==> config.mk <==
export PLATFORM = sky130hd
export DESIGN_NAME = wdpn_queue
export DESIGN_NICKNAME = d
export VERILOG_FILES = /design/src/design/wdpn_queue.sv
export SDC_FILE = /design/constraint.sdc
export NUM_CORES = 1
export LEC_CHECK = 0
export ABC_AREA = 1
export BUFFER_PORTS_ARGS = -buffer_cell sky130_fd_sc_hd__buf_4
export CORE_MARGIN = 2
export CORE_UTILIZATION = 47
export CTS_CLUSTER_DIAMETER = 50
export DETAILED_ROUTE_END_ITERATION = 7
export HOLD_SLACK_MARGIN = 0.08
export PLACE_DENSITY = 0.67
export SLEW_MARGIN = 25
export SYNTH_ARGS = -nofsm -noshare
export SYNTH_HDL_FRONTEND = slang
export SYNTH_SLANG_ARGS = --single-unit
==> constraint.sdc <==
create_clock -name aclk -period 4.65 [get_ports aclk]
set_input_delay 0.2325 -clock aclk [delete_from_list [all_inputs] [get_ports aclk]]
set_output_delay 0.2325 -clock aclk [all_outputs]
set_load 0.02 [all_outputs]
==> src/design/wdpn_queue.sv <==
// ----------------------------------------------------------------------------
// wdpn_queue
// short register fifo between the front and the back
// ----------------------------------------------------------------------------
module wdpn_queue #(
    parameter int WIDTH = 48,
    parameter int DEPTH = 4
) (
    input  logic                       aclk,
    input  logic                       aresetn,
    input  logic                       push,
    input  logic [WIDTH-1:0]           push_data,
    input  logic                       pop,
    output logic                       head_valid,
    output logic [WIDTH-1:0]           head,
    output logic [$clog2(DEPTH+1)-1:0] count
);

    localparam int PW = (DEPTH > 1) ? $clog2(DEPTH) : 1;
    localparam int CW = $clog2(DEPTH+1);

    logic [WIDTH-1:0] slot_reg [DEPTH];
    logic [PW-1:0]    wr_ptr_reg, wr_ptr_next;
    logic [PW-1:0]    rd_ptr_reg, rd_ptr_next;
    logic [CW-1:0]    count_reg, count_next;

    function automatic logic [PW-1:0] ptr_inc(input logic [PW-1:0] p);
        ptr_inc = (32'(p) == DEPTH - 1) ? '0 : PW'(32'(p) + 1);
    endfunction

    always_comb begin
        wr_ptr_next = push ? ptr_inc(wr_ptr_reg) : wr_ptr_reg;
        rd_ptr_next = pop ? ptr_inc(rd_ptr_reg) : rd_ptr_reg;
        count_next  = CW'(32'(count_reg) + 32'(push) - 32'(pop));
    end

    always_ff @(posedge aclk) begin
        if (!aresetn) begin
            wr_ptr_reg <= '0;
            rd_ptr_reg <= '0;
            count_reg  <= '0;
        end else begin
            wr_ptr_reg <= wr_ptr_next;
            rd_ptr_reg <= rd_ptr_next;
            count_reg  <= count_next;
        end
    end

    always_ff @(posedge aclk) begin
        if (push) begin
            slot_reg[wr_ptr_reg] <= push_data;
        end
    end

    assign head_valid = (count_reg != '0);
    assign head       = slot_reg[rd_ptr_reg];
    assign count      = count_reg;

endmodule

# Yosys cells after proc, flatten, opt, wreduce, memory -nomap -nowiden

Memory sizes are Yosys's and may differ from the RTL's. A register that Yosys moved wholly into a read port is not among the register bits.
Index checks and enable logic that the tools add are counted.

Register bits: 7
Memory bits (writable): 192
Bits of input ports: 52
Output and inout port bits: 52
Word-level logic and storage cells: 17
Memories kept: 1

Add/subtract/negate cells: 4
Equal/unequal tests: 2
Mux-type cells: 6
Reduce and logical (&&, ||, !) cells: 1

Memories:

| name     | depth | width | rd ports | clocked after memory_dff | wr ports | line | RTL |
|---|---|---|---|---|---|---|---|
| slot_reg | 4     | 48    | 1        | 1                        | 1        | 22   | `logic [WIDTH-1:0] slot_reg [DEPTH];` |

Operator list:

| operator                                    | count |
|---|---|
| 2-to-1 mux 2 bit                            | 4 |
| adder 2 x 1 -> 2 bit, second input constant | 2 |
| equality test 2 bit, second input constant  | 2 |
| adder 3 x 1 -> 3 bit                        | 1 |
| nonzero test 3 bit                          | 1 |
| subtractor 3 x 1 -> 3 bit                   | 1 |
| 2-to-1 mux 1 bit                            | 2 |

# Depth between registers and ports, before layout

Depth after elaboration: 4
Depth in mapped cells: 9
Gate-level depth less buffers: 9

# Worst setup path before layout

No wires, ideal clock.

Path kind: register to register
From: register wr_ptr_reg[0]
To: memory slot_reg[2][0] (enable)
Setup time: 0.402 ns
Data arrival time: 1.521 ns
Data required time: 4.248 ns
Setup slack: 2.727 ns
Stages on the path, launching flop included: 5
Buffers on the path: 0
Clock period less this slack: 1.923 ns
Cell sequence: dfxtp_1 > inv_1 > ha_1 > nand2_1 > inv_1

RTL lines:

| element                  | line | RTL |
|---|---|---|
| start: declaration       | 23   | `logic [PW-1:0] wr_ptr_reg, wr_ptr_next;` |
| start signal: assignment | 43   | `wr_ptr_reg <= wr_ptr_next;` |
| end: declaration         | 22   |  |

Straight into the memory's write port.

==> metrics.md <==
| Metric | Value |
|---|---|
| Drt initial violations | around 230 |
| Worst r2r path cells | 4 |
| Leak | between 4 and 5 nW |
| Post-cts resize count | 0 |
| Final setup margin | 2.05 ns |
| Reg power frac | 48.2% |
| Min-Delay Path Class | in2reg |
| Port buffer count | 103 |
| Final period utilization | ~56% |
| Unrepaired setup endpoints after global routing | no |
| Critical Path Most Common Cell | buf_4 |
| Combinational Power Share | 12.2% |
| Required @ worst endpoint | 4.42 ns |
| Final count of pins violating max slew | 0 |
| Switching part of the total | 22.4% |
| Clk_skew | roughly 0.003 ns |
| Final HPWL DP | 8.34 mm |
| Min-Delay Endpoint | wr_ptr_reg[1] |
| Die height | 135 um |
| Final GP Congestion | 0.712 |
| Pwr Density | 433 nW/um^2 |
| Vias in the first global route | 4,842 |
| Final setup violation count | 0 |
| Ys Warns | 0 |
| Grt ovf | 0 |
| Maximum root-to-sink buffer count | 3 |
| DP Area | 8880 sq um |
| IO Pins | approximately 100 |
| Mean Syn Cell Area | around 13 sq um |
| Syn-to-layout area delta | 26.4% |
| Htree depth | 1 |
| Maxcap violations | 0 |
| Worst reg2reg endpoint | slot_reg[3][6] |
| Cell variety after synth | 15 |
| Vias | just under 5,000 |
| Share of post-route cells with drive strength above 1 | 18.8% |
| Sw power | around 0.99 mW |
| Crit-path max cell delay | 0.70 ns |
| Status | finished clean |
| Routed WL | 14.8 mm |
| R2r setup slk | approximately 2.7 ns |
| Slew @ Worst Pin | between 0.7 and 0.8 ns |
| Final nets | 831 |
| CTS tree | yes |
| Setup Fix Bufs, Post-CTS | 0 |
| Crit end category | output pin |
| Vias/cell | 4.86 |
| WP data arrival | 2.37 ns |
| Mapped Area | 8040 sq um |
| Kind of critical path | reg2out |
| Remaining antenna violation count | 0 |
| Cell area after layout | 10,200 sq um |
| DIE AREA | 18,200 sq um |
| Wirelength per Cell | around 15 um |
| Global-route wire length before repair | 23.2 mm |
| Worst setup SP type | flip-flop |
| Die X | between 100 and 150 um |
| Initial core utilization | 48.3% |
| Clock transition at path regs | 0.06 ns |
| Sequential fraction of the synthesis area | 73.9% |
| Reg2Reg Launch Point | wr_ptr_reg[0] |
| Commonest non-fill, non-tap cells in the layout | 192 x edfxtp_1, 109 x buf_4, 107 x inv_1, 106 x nand2_1, 51 x a21oi_1 |
| First-pass DRT Iterations | 4 |
| Setup TNS | 0 ns |
| CP Cell Sequence | buf_12 -> buf_4 -> a21oi_1 -> o21ai_1 -> nand2_1 -> buf_4 |
| CTS root buf | clkbuf_16 |
| Final hold vios | 0 |
| DRC viols | 0 |
| Synth Instances | 618 |
| Hold depth | 3 |
| GRT Overall Usage | between 10% and 20% |
| Critical path's top delay family | buffers and inverters |
| Hold Buf Count CTS | 50 |
| Hold Startpoint | push |
| CP Max Fanout | 63 |
| Final hold slack | ~0.095 ns |
| Most area-consuming cells after synthesis | edfxtp_1 72%, inv_1 5.2%, nand2_1 4.9% |
| Top cell type's share of synthesized area | a little under three quarters |
| CORE AREA | 16,600 sq um |
| Number of fill cells | 1,293 |
| Largest register FFs | 192 |
| Pre-CTS WS | 2.31 ns |
| Largest net degree at the start of global routing | 120 |
| Row count | between 40 and 50 |
| Stages on worst setup path | 6 |
| Crit path buf inv count | 3 |
| Crit-path slowest cell | dfxtp_4 |
| Rel. slew slack | 49.9% |
| Minimum clock period | 2.60 ns |
| Initial antenna violation count | 0 |
| Pint | 3.41 mW |
| Synthesized net count | roughly 680 |
| Synth Register Bits | 201 |
| Max Freq | around 380 MHz |
| Core Util, Final | around three fifths |
| VDD IR max | between 300 and 400 uV |
| Clock sinks | 201 |
| Most common cell after layout, fill and taps aside | edfxtp_1 |
| Yosys top cell by area | edfxtp_1 |
| Clock power share | slightly below 40% |
| CTS Buf Count | 22 |
| Clk_lat worst skew | around 0.48 ns |
-- logic make-up after synthesis --
group,count (synthesis),share of synthesized area [%]
adder cells (fa/ha/maj),8,1.34
AND/OR/NAND/NOR,116,5.45
buffers and inverters,143,8.43
AO/OA/AOI/OAI,150,10.8
flip-flops,201,73.9
-- stage by stage --
stage                     instances  total power [mW]
after global placement          915              2.64
after global routing           1004              4.58
after CTS                      1002              4.45
after detailed placement        915              2.66
after floorplan                 618              2.45
final                          1005              4.40
-- worst max-delay path by stage --
stage,startpoint,endpoint,slack [ns]
detailed placement,flip-flop,head[14],2.31
global route,flip-flop,head[40],1.82
floorplan,wr_ptr_reg[0],slot_reg[2][0],2.73
finish,flip-flop,head[40],2.05
global placement,flip-flop,head[9],2.38
CTS,flip-flop,head[40],1.80
-- power by group through the flow --
| stage | Clock, mW | Combinational (mW) | Sequential, mW |
|---|---|---|---|
| final | 1.74 | 0.535 | 2.12 |
| after floorplan | 0 | 0.312 | 2.14 |
| after detailed placement | 0 | 0.483 | 2.18 |
| after CTS | 1.79 | 0.519 | 2.14 |
| after global routing | 1.86 | 0.589 | 2.13 |
| after global placement | 0 | 0.470 | 2.17 |
-- per-layer routing --
metal / vias up / wire length (um) / track usage [%]
met4: 0 / 214 / 4.50
met5: - / 0 / 0
met3: 17 / 674 / 2.93
met2: 110 / 7520 / 28.6
li1: 2438 / - / -
met1: 2320 / 6360 / 20.5
-- area by class of cell --
class	count	area, sq um	share of cell area [%]
Multi-Input combinational cell	274	1420	13.9
Tap cell	220	275	2.71
Inverter	111	417	4.10
Clock buffer	26	587	5.78
Sequential cell	201	5950	58.6
Clock inverter	11	150	1.48
Timing Repair Buffer	161	1360	13.4
Antenna cell	1	2.50	0.0246
-- worst min-delay path, cell delays in order --
cell and delay [ns]:
buf_4 0.13, inv_1 0.09, a21oi_1 0.07
-- synthesized netlist by cell type (all sizes together) --
cell type	n
inv	111
nand3	2
ha	7
a21oi	51
nand2	106
edfxtp	192
o211ai	48
dfxtp	9
nor2	8
buf	32
o21ai	51
fa	1
No activity file was read; power rests on OpenSTA's default activity.
