## src/design/wdpn_pkg.sv

```systemverilog
// ----------------------------------------------------------------------------
// wdpn_pkg
// shared types and constants of the white density peak node detector
// ----------------------------------------------------------------------------
package wdpn_pkg;

    localparam int PIX_W   = 8;
    localparam int CFG_W   = 11;
    localparam int CNT_W   = 4;
    localparam int POS_W   = 10;
    localparam int SCORE_W = 4;
    localparam int CLASS_W = 2;
    localparam int TDATA_W = 32;

    // bits of one window and of the emit mask in a queue record
    localparam int WIN_BITS  = 9 * CNT_W;
    localparam int EMIT_BITS = 4;

    // geometry limits below which the clamp holds
    localparam int MIN_DIM = 3;

    typedef logic [CNT_W-1:0] cnt_t;
    typedef cnt_t [2:0] cnt_row_t;
    typedef cnt_row_t [2:0] cnt_win_t;

    typedef enum logic [1:0] {
        REG_FRAME_WIDTH  = 2'd0,
        REG_FRAME_HEIGHT = 2'd1,
        REG_WHITE_LEVEL  = 2'd2
    } reg_index_t;

    typedef enum logic [CLASS_W-1:0] {
        CLASS_NONE = 2'd0,
        CLASS_PEAK = 2'd1,
        CLASS_WEAK = 2'd2
    } node_class_t;

endpackage

```

## src/design/wdpn_back.sv

```systemverilog
// ----------------------------------------------------------------------------
// wdpn_back
// scores queued windows; one result item per cycle while m_tready is high
// ----------------------------------------------------------------------------
module wdpn_back #(
    parameter int MAX_WIDTH  = 1024,
    parameter int MAX_HEIGHT = 1024
) (
    input  logic                                aclk,
    input  logic                                aresetn,
    input  logic                                q_valid,
    input  logic [wdpn_pkg::WIN_BITS + wdpn_pkg::EMIT_BITS
                  + $clog2(MAX_WIDTH) + $clog2(MAX_HEIGHT)-1:0] q_head,
    output logic                                q_pop,
    output logic                                m_tvalid,
    input  logic                                m_tready,
    output logic [wdpn_pkg::TDATA_W-1:0]        m_tdata,
    output logic                                m_tlast
);

    localparam int AW = $clog2(MAX_WIDTH);
    localparam int RW = $clog2(MAX_HEIGHT);
    localparam int WB = wdpn_pkg::WIN_BITS;
    localparam int EB = wdpn_pkg::EMIT_BITS;
    localparam int PW = wdpn_pkg::POS_W;
    localparam int SW = wdpn_pkg::SCORE_W;

    wdpn_pkg::cnt_win_t win;
    logic [EB-1:0] emit, pend, sel_bit;
    logic [EB-1:0] done_reg, done_next;
    logic [1:0]    sel;
    logic          last_one;
    logic          load;
    logic [AW-1:0] cx, px;
    logic [RW-1:0] cy, py;
    logic [SW-1:0] score;
    logic          blank;
    wdpn_pkg::node_class_t cls;

    logic          tvalid_reg;
    logic [PW-1:0] pos_x_reg, pos_y_reg;
    logic          blank_reg, last_reg;
    logic [SW-1:0] score_reg;
    wdpn_pkg::node_class_t cls_reg;

    function automatic logic [SW-1:0] score_of(input wdpn_pkg::cnt_win_t w,
                                               input int r, input int c);
        logic [SW-1:0] s;
        int rr, cc;
        s = '0;
        for (int dr = -1; dr <= 1; dr++) begin
            for (int dc = -1; dc <= 1; dc++) begin
                rr = r + dr;
                cc = c + dc;
                if ((dr != 0 || dc != 0) && rr <= 2 && cc <= 2) begin
                    if (w[rr][cc] >= w[r][c]) begin
                        s = s + SW'(1);
                    end
                end
            end
        end
        score_of = s;
    endfunction

    assign win  = wdpn_pkg::cnt_win_t'(q_head[WB-1:0]);
    assign emit = q_head[WB +: EB];
    assign cx   = q_head[WB+EB +: AW];
    assign cy   = q_head[WB+EB+AW +: RW];
    assign pend = emit & ~done_reg;

    always_comb begin
        priority if (pend[0]) sel = 2'd0;
        else if (pend[1])     sel = 2'd1;
        else if (pend[2])     sel = 2'd2;
        else                  sel = 2'd3;
        sel_bit  = EB'(1) << sel;
        last_one = ((pend & ~sel_bit) == '0);
        load     = q_valid && (!tvalid_reg || m_tready);
        q_pop    = load && last_one;
        done_next = done_reg;
        if (load) begin
            done_next = last_one ? '0 : (done_reg | sel_bit);
        end
    end

    // right column and bottom row centres sit one step closer to the newest pixel
    always_comb begin
        px    = cx - (sel[0] ? AW'(1) : AW'(2));
        py    = cy - (sel[1] ? RW'(1) : RW'(2));
        blank = (win[sel[1] ? 2 : 1][sel[0] ? 2 : 1] == '0);
        score = blank ? '0 : score_of(win, sel[1] ? 2 : 1, sel[0] ? 2 : 1);
        if (blank) begin
            cls = wdpn_pkg::CLASS_NONE;
        end else if (score == '0) begin
            cls = wdpn_pkg::CLASS_PEAK;
        end else if (score <= SW'(2)) begin
            cls = wdpn_pkg::CLASS_WEAK;
        end else begin
            cls = wdpn_pkg::CLASS_NONE;
        end
    end

    always_ff @(posedge aclk) begin
        if (!aresetn) begin
            tvalid_reg <= 1'b0;
            done_reg   <= '0;
        end else begin
            done_reg <= done_next;
            if (load) begin
                tvalid_reg <= 1'b1;
            end else if (m_tready) begin
                tvalid_reg <= 1'b0;
            end
        end
    end

    always_ff @(posedge aclk) begin
        if (load) begin
            pos_x_reg <= PW'(px);
            pos_y_reg <= PW'(py);
            blank_reg <= blank;
            score_reg <= score;
            cls_reg   <= cls;
            last_reg  <= (sel == 2'd3);
        end
    end

    assign m_tvalid = tvalid_reg;
    assign m_tlast  = last_reg;
    assign m_tdata  = wdpn_pkg::TDATA_W'({cls_reg, score_reg, blank_reg,
                                           pos_y_reg, pos_x_reg});

endmodule

```

## config.mk

```make
export PLATFORM = sky130hd
export DESIGN_NAME = wdpn_back
export DESIGN_NICKNAME = d
export VERILOG_FILES = /design/src/design/wdpn_pkg.sv /design/src/design/wdpn_back.sv
export SDC_FILE = /design/constraint.sdc
export NUM_CORES = 1
export LEC_CHECK = 0
export BUFFER_PORTS_ARGS = -buffer_cell sky130_fd_sc_hd__buf_2
export CAP_MARGIN = 5
export CORE_ASPECT_RATIO = 1.5
export CORE_MARGIN = 5
export CORE_UTILIZATION = 50
export CTS_CLUSTER_DIAMETER = 120
export DETAILED_ROUTE_END_ITERATION = 8
export PLACE_DENSITY = 0.77
export SYNTH_ARGS = -nofsm -noshare
export SYNTH_HDL_FRONTEND = slang
export SYNTH_SLANG_ARGS = --single-unit
```

## constraint.sdc

```tcl
create_clock -name aclk -period 10 [get_ports aclk]
set_input_delay 2 -clock aclk [delete_from_list [all_inputs] [get_ports aclk]]
set_output_delay 2 -clock aclk [all_outputs]
set_load 0.005 [all_outputs]
```

Yosys cells after proc, flatten, opt, wreduce, memory -nomap -nowiden
Cells that the tools add are included.
{"block": "classes", "eq_ne": 1, "bitwise": 5, "addsub": 13, "reduce_logical": 17, "mux": 65, "order_cmp": 21, "n_shift": 1}
{"op": "2-to-1 mux 4 bit", "count": 35}
{"op": "binary-select mux 12 bit (select 2 bit)", "count": 3}
{"op": "binary-select mux 4 bit (select 2 bit)", "count": 9}
{"op": "2-to-1 mux 12 bit", "count": 6}
{"op": ">= comparator 4 bit", "count": 8}
{"op": "adder 4 x 1 -> 4 bit (second input constant)", "count": 7}
{"op": "subtractor 10 x 2 -> 10 bit", "count": 2}
{"op": "2-to-1 mux 2 bit", "count": 7}
{"op": "logical NOT 4 bit", "count": 3}
{"op": "logical AND 1 bit", "count": 10}
{"op": "adder 3 x 1 -> 4 bit (second input constant)", "count": 2}
{"op": "AND 4 bit", "count": 2}
{"op": "<= comparator 4 x 3 -> 1 bit (second input constant)", "count": 2}
{"op": "less-than comparator 4 bit (second input constant)", "count": 2}
{"op": "NOT 4 bit", "count": 2}
{"op": "adder 2 x 1 -> 3 bit (second input constant)", "count": 2}
{"op": "<= comparator 3 x 2 -> 1 bit (second input constant)", "count": 2}
{"op": "less-than comparator 2 x 3 -> 1 bit (second input constant)", "count": 2}
{"op": "less-than comparator 3 bit (second input constant)", "count": 2}
{"op": "2-to-1 mux 1 bit", "count": 5}
{"op": "<= comparator 2 bit (second input constant)", "count": 2}
{"op": "<= comparator 4 x 2 -> 1 bit (second input constant)", "count": 1}
{"op": "OR 4 bit", "count": 1}
{"op": "left shift 1 x 2 -> 4 bit (first input constant)", "count": 1}
{"op": "other kinds (5)", "count": 5}
{"block": "word_totals", "ff_bits": 33, "elab_cells": 132, "inputBits": 64}

Depth between registers and ports, before layout
{"block": "logic_depth", "ltp_word": 41, "ltp_mapped": 36, "depth_no_buf": 33}

Worst setup path after synthesis
Ideal clock, no wire load.
{"block": "synth_path", "path_type": "input-to-reg", "start": "input q_head[36] (netlist bit)", "end": "register cls_reg[1], data pin", "slack_ps": 2125, "arrival_time_ps": 7612, "n_path_buf": 4, "stages": 35, "cell_sequence": "buf_2 nand2b_1 buf_2 nand2_1 buf_1 clkbuf_1 nand2_1 nand3_1 o21ai_0 ha_1 nand2b_1 a21oi_1 nand2_1 nand3_1 o21ai_0 a21o_1 inv_1 ha_1 nand3b_1 o311a_1 o211ai_2 ha_1 a21oi_1 a31oi_2 ha_1 o21ai_0 a22o_1 a21oi_1 ha_1 nand2_1 o31ai_1 ha_1 mux2i_1 xnor2_1 nor3_1"}
{"block": "synth_via", "elab_chain_len": 37, "word_cells_on_any_way": 95, "cone_classes": "add/sub: 11; order compare: 15; mux: 57; bitwise: 1; reduce/logical: 11"}
{"item": "start: declaration", "line_no": "wdpn_back.sv:13", "source": "+ $clog2(MAX_WIDTH) + $clog2(MAX_HEIGHT)-1:0] q_head,"}
{"item": "AND 4 bit *", "line_no": "wdpn_back.sv:69", "source": "assign pend = emit & ~done_reg;"}
{"item": "2-to-1 mux 2 bit *", "line_no": "wdpn_back.sv:72", "source": "priority if (pend[0]) sel = 2'd0;"}
{"item": "2-to-1 mux 2 bit", "line_no": "wdpn_back.sv:90, wdpn_back.sv:91"}
{"item": "adder 3 x 1 -> 4 bit", "line_no": "wdpn_back.sv:53", "source": "rr = r + dr;"}
{"item": "binary-select mux 12 bit (select 2 bit)", "line_no": "wdpn_back.sv:56", "source": "if (w[rr][cc] >= w[r][c]) begin"}
{"item": "2-to-1 mux 12 bit (implied by the code) (2 in series)", "line_no": "wdpn_back.sv:56"}
{"item": "binary-select mux 4 bit (select 2 bit)", "line_no": "wdpn_back.sv:56"}
{"item": "2-to-1 mux 4 bit (implied by the code) (2 in series)", "line_no": "wdpn_back.sv:56"}
{"item": "[... 19 more ...]"}
{"item": "2-to-1 mux 4 bit", "line_no": "wdpn_back.sv:56"}
{"item": "2-to-1 mux 4 bit", "line_no": "wdpn_back.sv:55", "source": "if ((dr != 0 || dc != 0) && rr <= 2 && cc <= 2) begin"}
{"item": "adder 4 x 1 -> 4 bit", "line_no": "wdpn_back.sv:57", "source": "s = s + SW'(1);"}
{"item": "2-to-1 mux 4 bit", "line_no": "wdpn_back.sv:56"}
{"item": "2-to-1 mux 4 bit", "line_no": "wdpn_back.sv:55"}
{"item": "2-to-1 mux 4 bit", "line_no": "wdpn_back.sv:91", "source": "score = blank ? '0 : score_of(win, sel[1] ? 2 : 1, sel[0] ? 2 : 1);"}
{"item": "<= comparator 4 x 2 -> 1 bit / logical NOT 4 bit (equally long branches)", "line_no": "wdpn_back.sv:96, wdpn_back.sv:94"}
{"item": "2-to-1 mux 2 bit / OR reduction 2 bit (equally long branches)"}
{"item": "end signal: assignment", "line_no": "wdpn_back.sv:123", "source": "cls_reg <= cls;"}
{"item": "end: declaration", "line_no": "wdpn_back.sv:44", "source": "wdpn_pkg::node_class_t cls_reg;"}
Mark *: on every way between the ends. The rest lies on a longest branch, timed or not. The select of a mux whose other input is x is not followed.
A chain may end at the register's enable or synchronous reset.

Worst setup path in the final report
{"block": "layout_path", "start": "input q_head[37] (netlist bit)", "end": "register cls_reg[1], data pin"}
{"block": "layout_via", "elab_chain_len": 38, "word_cells_on_any_way": 96, "cone_classes": "add/sub: 11; order compare: 15; mux: 58; bitwise: 1; reduce/logical: 11"}
{"item": "AND 4 bit *", "line_no": "wdpn_back.sv:69"}
{"item": "2-to-1 mux 2 bit *", "line_no": "wdpn_back.sv:73", "source": "else if (pend[1]) sel = 2'd1;"}
{"item": "2-to-1 mux 2 bit *", "line_no": "wdpn_back.sv:72"}
{"item": "2-to-1 mux 2 bit", "line_no": "wdpn_back.sv:90, wdpn_back.sv:91"}
{"item": "adder 3 x 1 -> 4 bit", "line_no": "wdpn_back.sv:53"}
{"item": "binary-select mux 12 bit (select 2 bit)", "line_no": "wdpn_back.sv:56"}
{"item": "2-to-1 mux 12 bit (implied by the code) (2 in series)", "line_no": "wdpn_back.sv:56"}
{"item": "binary-select mux 4 bit (select 2 bit)", "line_no": "wdpn_back.sv:56"}
{"item": "[... 21 more ...]"}
{"item": "2-to-1 mux 4 bit", "line_no": "wdpn_back.sv:56"}
{"item": "2-to-1 mux 4 bit", "line_no": "wdpn_back.sv:55"}
{"item": "adder 4 x 1 -> 4 bit", "line_no": "wdpn_back.sv:57"}
{"item": "2-to-1 mux 4 bit", "line_no": "wdpn_back.sv:56"}
{"item": "2-to-1 mux 4 bit", "line_no": "wdpn_back.sv:55"}
{"item": "2-to-1 mux 4 bit", "line_no": "wdpn_back.sv:91"}
{"item": "<= comparator 4 x 2 -> 1 bit / logical NOT 4 bit (equally long branches)", "line_no": "wdpn_back.sv:96, wdpn_back.sv:94"}
{"item": "2-to-1 mux 2 bit / OR reduction 2 bit (equally long branches)"}
Marks and branches as above.

==> results.md <==
- The initial antenna violation count is 0.
- A synthesized cell averages 8.58 µm².
- The part of the Yosys area used for sequential elements is 27.1%.
- The total detailed-routing wirelength is 9360 µm.
- The number of global-route vias before repair is about 3300.
- Counting flops with an async set or reset pin after synthesis yields a share of 0%.
- The worst hold-check slack is ~0.46 ns.
- The cell count after synthesis came out at 404.
- The post-detailed-placement half-perimeter wirelength is roughly 7500 µm.
- At the worst endpoint, the arrival time is between 7 and 8 ns.
- VDD sags by at most 0.111 mV.
- The average wire length per cell after detail routing is ~16 µm.
- The critical path start-end classification is input port to register.
- The library cell used most frequently in the layout, excluding fill and tap cells, is sky130_fd_sc_hd__buf_2.
- In the routed design, unresolved DRC markers number 0.
- The setup skew after layout is around 0.0035 ns.
- The number of clock buffers inserted by TritonCTS is 5.
- The aggregate global-route resource usage is roughly a fifth.
- The library cells used most frequently in the layout, excluding fill and tap cells, are sky130_fd_sc_hd__buf_2, sky130_fd_sc_hd__nand2_1, sky130_fd_sc_hd__nor2_1, sky130_fd_sc_hd__edfxtp_1, sky130_fd_sc_hd__ha_1.
- The total count of max-transition violations in the final report is 0.
- The count of nets after finishing is 581.
- The count of input and output buffers is 93.
- For this run, the number of standard cells in the final layout without fillers is ~570.
- Summed over all failing endpoints, the final setup total negative slack is 0 ns.
- For the finished layout, the period the worst path requires is 7.88 ns.
- For the worst-skew pair, the clock arrives at the later sink with an insertion delay of ~0.28 ns.
- The count of state elements after synthesis is 33.
- Setup violations remaining at the end of the flow were counted as 0.
- For this configuration, the core starts out at a cell density of a little over 50%.
- The first global-routing pass estimated between 15000 and 20000 µm of wire.
- The transition time at the pin with the least slew margin is 0.599 ns.
- The nature of the critical path startpoint is an input port.
- Counting stages on the worst path, the most repeated cell is sky130_fd_sc_hd__ha_1.
- The floorplan step defined a core boundary enclosing between 6000 and 7000 µm².
- The number of clock sinks seen by CTS is 33.
- The tree is rooted in a sky130_fd_sc_hd__clkbuf_8.
- The met3 capacity usage during global routing is under 10%.
- In this run the cell area of the synthesized design comes to ~3500 µm².
- The share of cells above drive strength 1 is approximately a quarter.
- The number of gates resized after CTS is 0.
- The signed area change from the synthesized netlist to the final layout is 17.2%.
- The floorplan step defined a die boundary enclosing 8740 µm².
- Using the TritonRoute via totals, the vias-per-cell ratio works out to between 6 and 7.
- The Yosys warning count is 0.
- The run finished with clean final reports.
- Synthesis instantiated 70 different standard cells from the library.
- The number of placement rows is 37.
- The layer with the highest usage after global routing is met2.
- The number of violations reported at the end of detailed-routing iteration 0 is around 230.
- The type of element capturing the critical path is a register.
- Setup repair after global routing left no endpoint under its margin.
- The path category of the worst min-delay check is register to register.
- The clock input transition at the sequential cells of the worst setup and hold paths is 0.06 ns.
- The H-tree depth is 2.
- The post-detailed-route count of antenna-violating nets is 0.
- Hold repair after CTS inserted 0 buffers.
- In this run the vertical extent of the chip is 112 µm.
- The global-route track usage on met1 is about a quarter.
- The met2 global-route usage is 34.3%.
- The cell with the largest stage delay on the worst path is sky130_fd_sc_hd__nand2b_1.
- In this run, synthesis inferred 28 flip-flops with an integrated enable.
- For this block, the via count after detailed routing is ~3400.
- The count of final hold-check violations is 0.
- The number of post-CTS setup repair buffers is 0.
- The overall power is roughly 760 µW.
- Dividing total power by cell area gives a power density of 186 nW/µm².
- The routability congestion estimate from global placement is 0.955.
- The required time of the worst setup path is approximately 10 ns.
- For this design the top-level I/O count stands at 99.
- Of the available clock period, the critical path in the final layout requires around four fifths.
- The floorplan step set the die width to 78.0 µm.
- Counting along the longest clock path gives a buffer depth of 2.
- Across the run, the number of max-cap violations was 0.
- The static leakage is ~0.0018 µW.
- The largest driver fanout on the critical path is 26.
- The worst stage delay on the critical path is between 0.3 and 0.4 ns.
- The overflow left after global routing is 0.
- The first detailed-routing pass ran for 5 iterations.
- TritonCTS built the clock tree.
- After detailed placement, the design holds a cell count of ~560.
- The achievable frequency is 127 MHz.
- The final core utilization is ~60%.
- The maximum number of pins on one net before global-route repair is 34.
- The number of diodes is 0.
- The worst slew slack as a fraction of its limit is about 60%.
- The most used flip-flop cell after synthesis is sky130_fd_sc_hd__edfxtp_1.
[power breakdown]
part | switching (µW) | leakage, µW | total [µW] | internal [µW]
clock network | 46.7 | 0.0000486 | 101 | 54.4
logic | 262 | 0.00146 | 465 | 203
registers | 5.16 | 0.000314 | 189 | 184
total | 314 | 0.00182 | 755 | 441
[metrics by stage]
step,area [µm²],setup WS [ns]
6_report,4070,2.12
5_1_grt,4070,1.53
2_1_floorplan,3480,2.12
4_1_cts,4070,2.12
3_5_place_dp,3970,1.84
3_3_place_gp,3970,2.09
[synthesized netlist by cell type (5+ instances only)]
cell type / count / area share (%)
sky130_fd_sc_hd__and2_1: 5 / 0.90
sky130_fd_sc_hd__xor2_1: 13 / 3.3
sky130_fd_sc_hd__nand2_1: 35 / 3.8
sky130_fd_sc_hd__clkbuf_1: 9 / 0.97
sky130_fd_sc_hd__edfxtp_1: 28 / 24
sky130_fd_sc_hd__o211ai_1: 7 / 1.5
sky130_fd_sc_hd__nand3_1: 6 / 0.87
sky130_fd_sc_hd__a32oi_1: 5 / 1.3
sky130_fd_sc_hd__mux2i_1: 9 / 2.6
sky130_fd_sc_hd__inv_1: 23 / 2.5
sky130_fd_sc_hd__a31oi_1: 6 / 1.1
sky130_fd_sc_hd__buf_1: 5 / 0.54
sky130_fd_sc_hd__a21oi_1: 23 / 3.3
sky130_fd_sc_hd__nor2b_1: 12 / 2.2
sky130_fd_sc_hd__o31ai_1: 5 / 1.1
sky130_fd_sc_hd__o21ai_0: 17 / 2.5
sky130_fd_sc_hd__nor2_1: 35 / 3.8
sky130_fd_sc_hd__nor3_1: 8 / 1.2
sky130_fd_sc_hd__xnor2_1: 12 / 3.0
sky130_fd_sc_hd__nand2b_1: 9 / 1.6
sky130_fd_sc_hd__buf_4: 7 / 1.5
sky130_fd_sc_hd__dfxtp_1: 5 / 2.9
sky130_fd_sc_hd__ha_1: 25 / 9.0
sky130_fd_sc_hd__nand3b_1: 7 / 1.5
[worst max-delay path: cells and delay by family]
family	cells	cell delay, ns
compound gates	13	1.99
fa+ha+maj	6	1.80
simple gates	8	1.13
buf+inv	3	0.55
mux	1	0.29
xor+xnor	1	0.16
[cells by family (layout without fill, tap and decap cells)]
group | after synthesis | after routing | synth area share [%]
and+or+nand+nor | 139 | 139 | 20.7
buffers and inverters | 49 | 132 | 6.17
xor gates and xnor gates | 30 | 30 | 9.05
other | 1 | 5 | 0.108
muxes | 9 | 9 | 2.60
AOI/OAI and AO/OA | 113 | 113 | 23.2
DFF | 33 | 33 | 27.1
adders and majority gates | 30 | 30 | 11.1
[cell type report]
cell class                      instances  area, µm²
Fill cell                             617       2740
Inverter                               25       93.8
Clock buffer                            6       82.6
Clock inverter                          2       8.76
Multi-Input combinational cell        326       2330
Tap cell                               78       97.6
Timing Repair Buffer                   99        510
Sequential cell                        33        941
[routing by layer]
metal | share of wire, % | vias up
met5 | 0 | -
met2 | 47 | 175
met1 | 39 | 1552
li1 | - | 1653
met4 | 5.4 | 0
met3 | 8.6 | 43
[final timing paths]
path                                          startpoint                  endpoint  slack, ns  cells after the start
worst max-delay path                          q_head[37]  cls_reg[1]$_SDFFCE_PP0P_       2.12                     32
worst min-delay path            done_reg[3]$_SDFFE_PN0P_  done_reg[3]$_SDFFE_PN0P_       0.46                      2
worst max register to register  done_reg[0]$_SDFFE_PN0P_  cls_reg[1]$_SDFFCE_PP0P_       3.50                     32
worst min register to register  done_reg[3]$_SDFFE_PN0P_  done_reg[3]$_SDFFE_PN0P_       0.46                      2
Power figures use the tool's default switching activity.
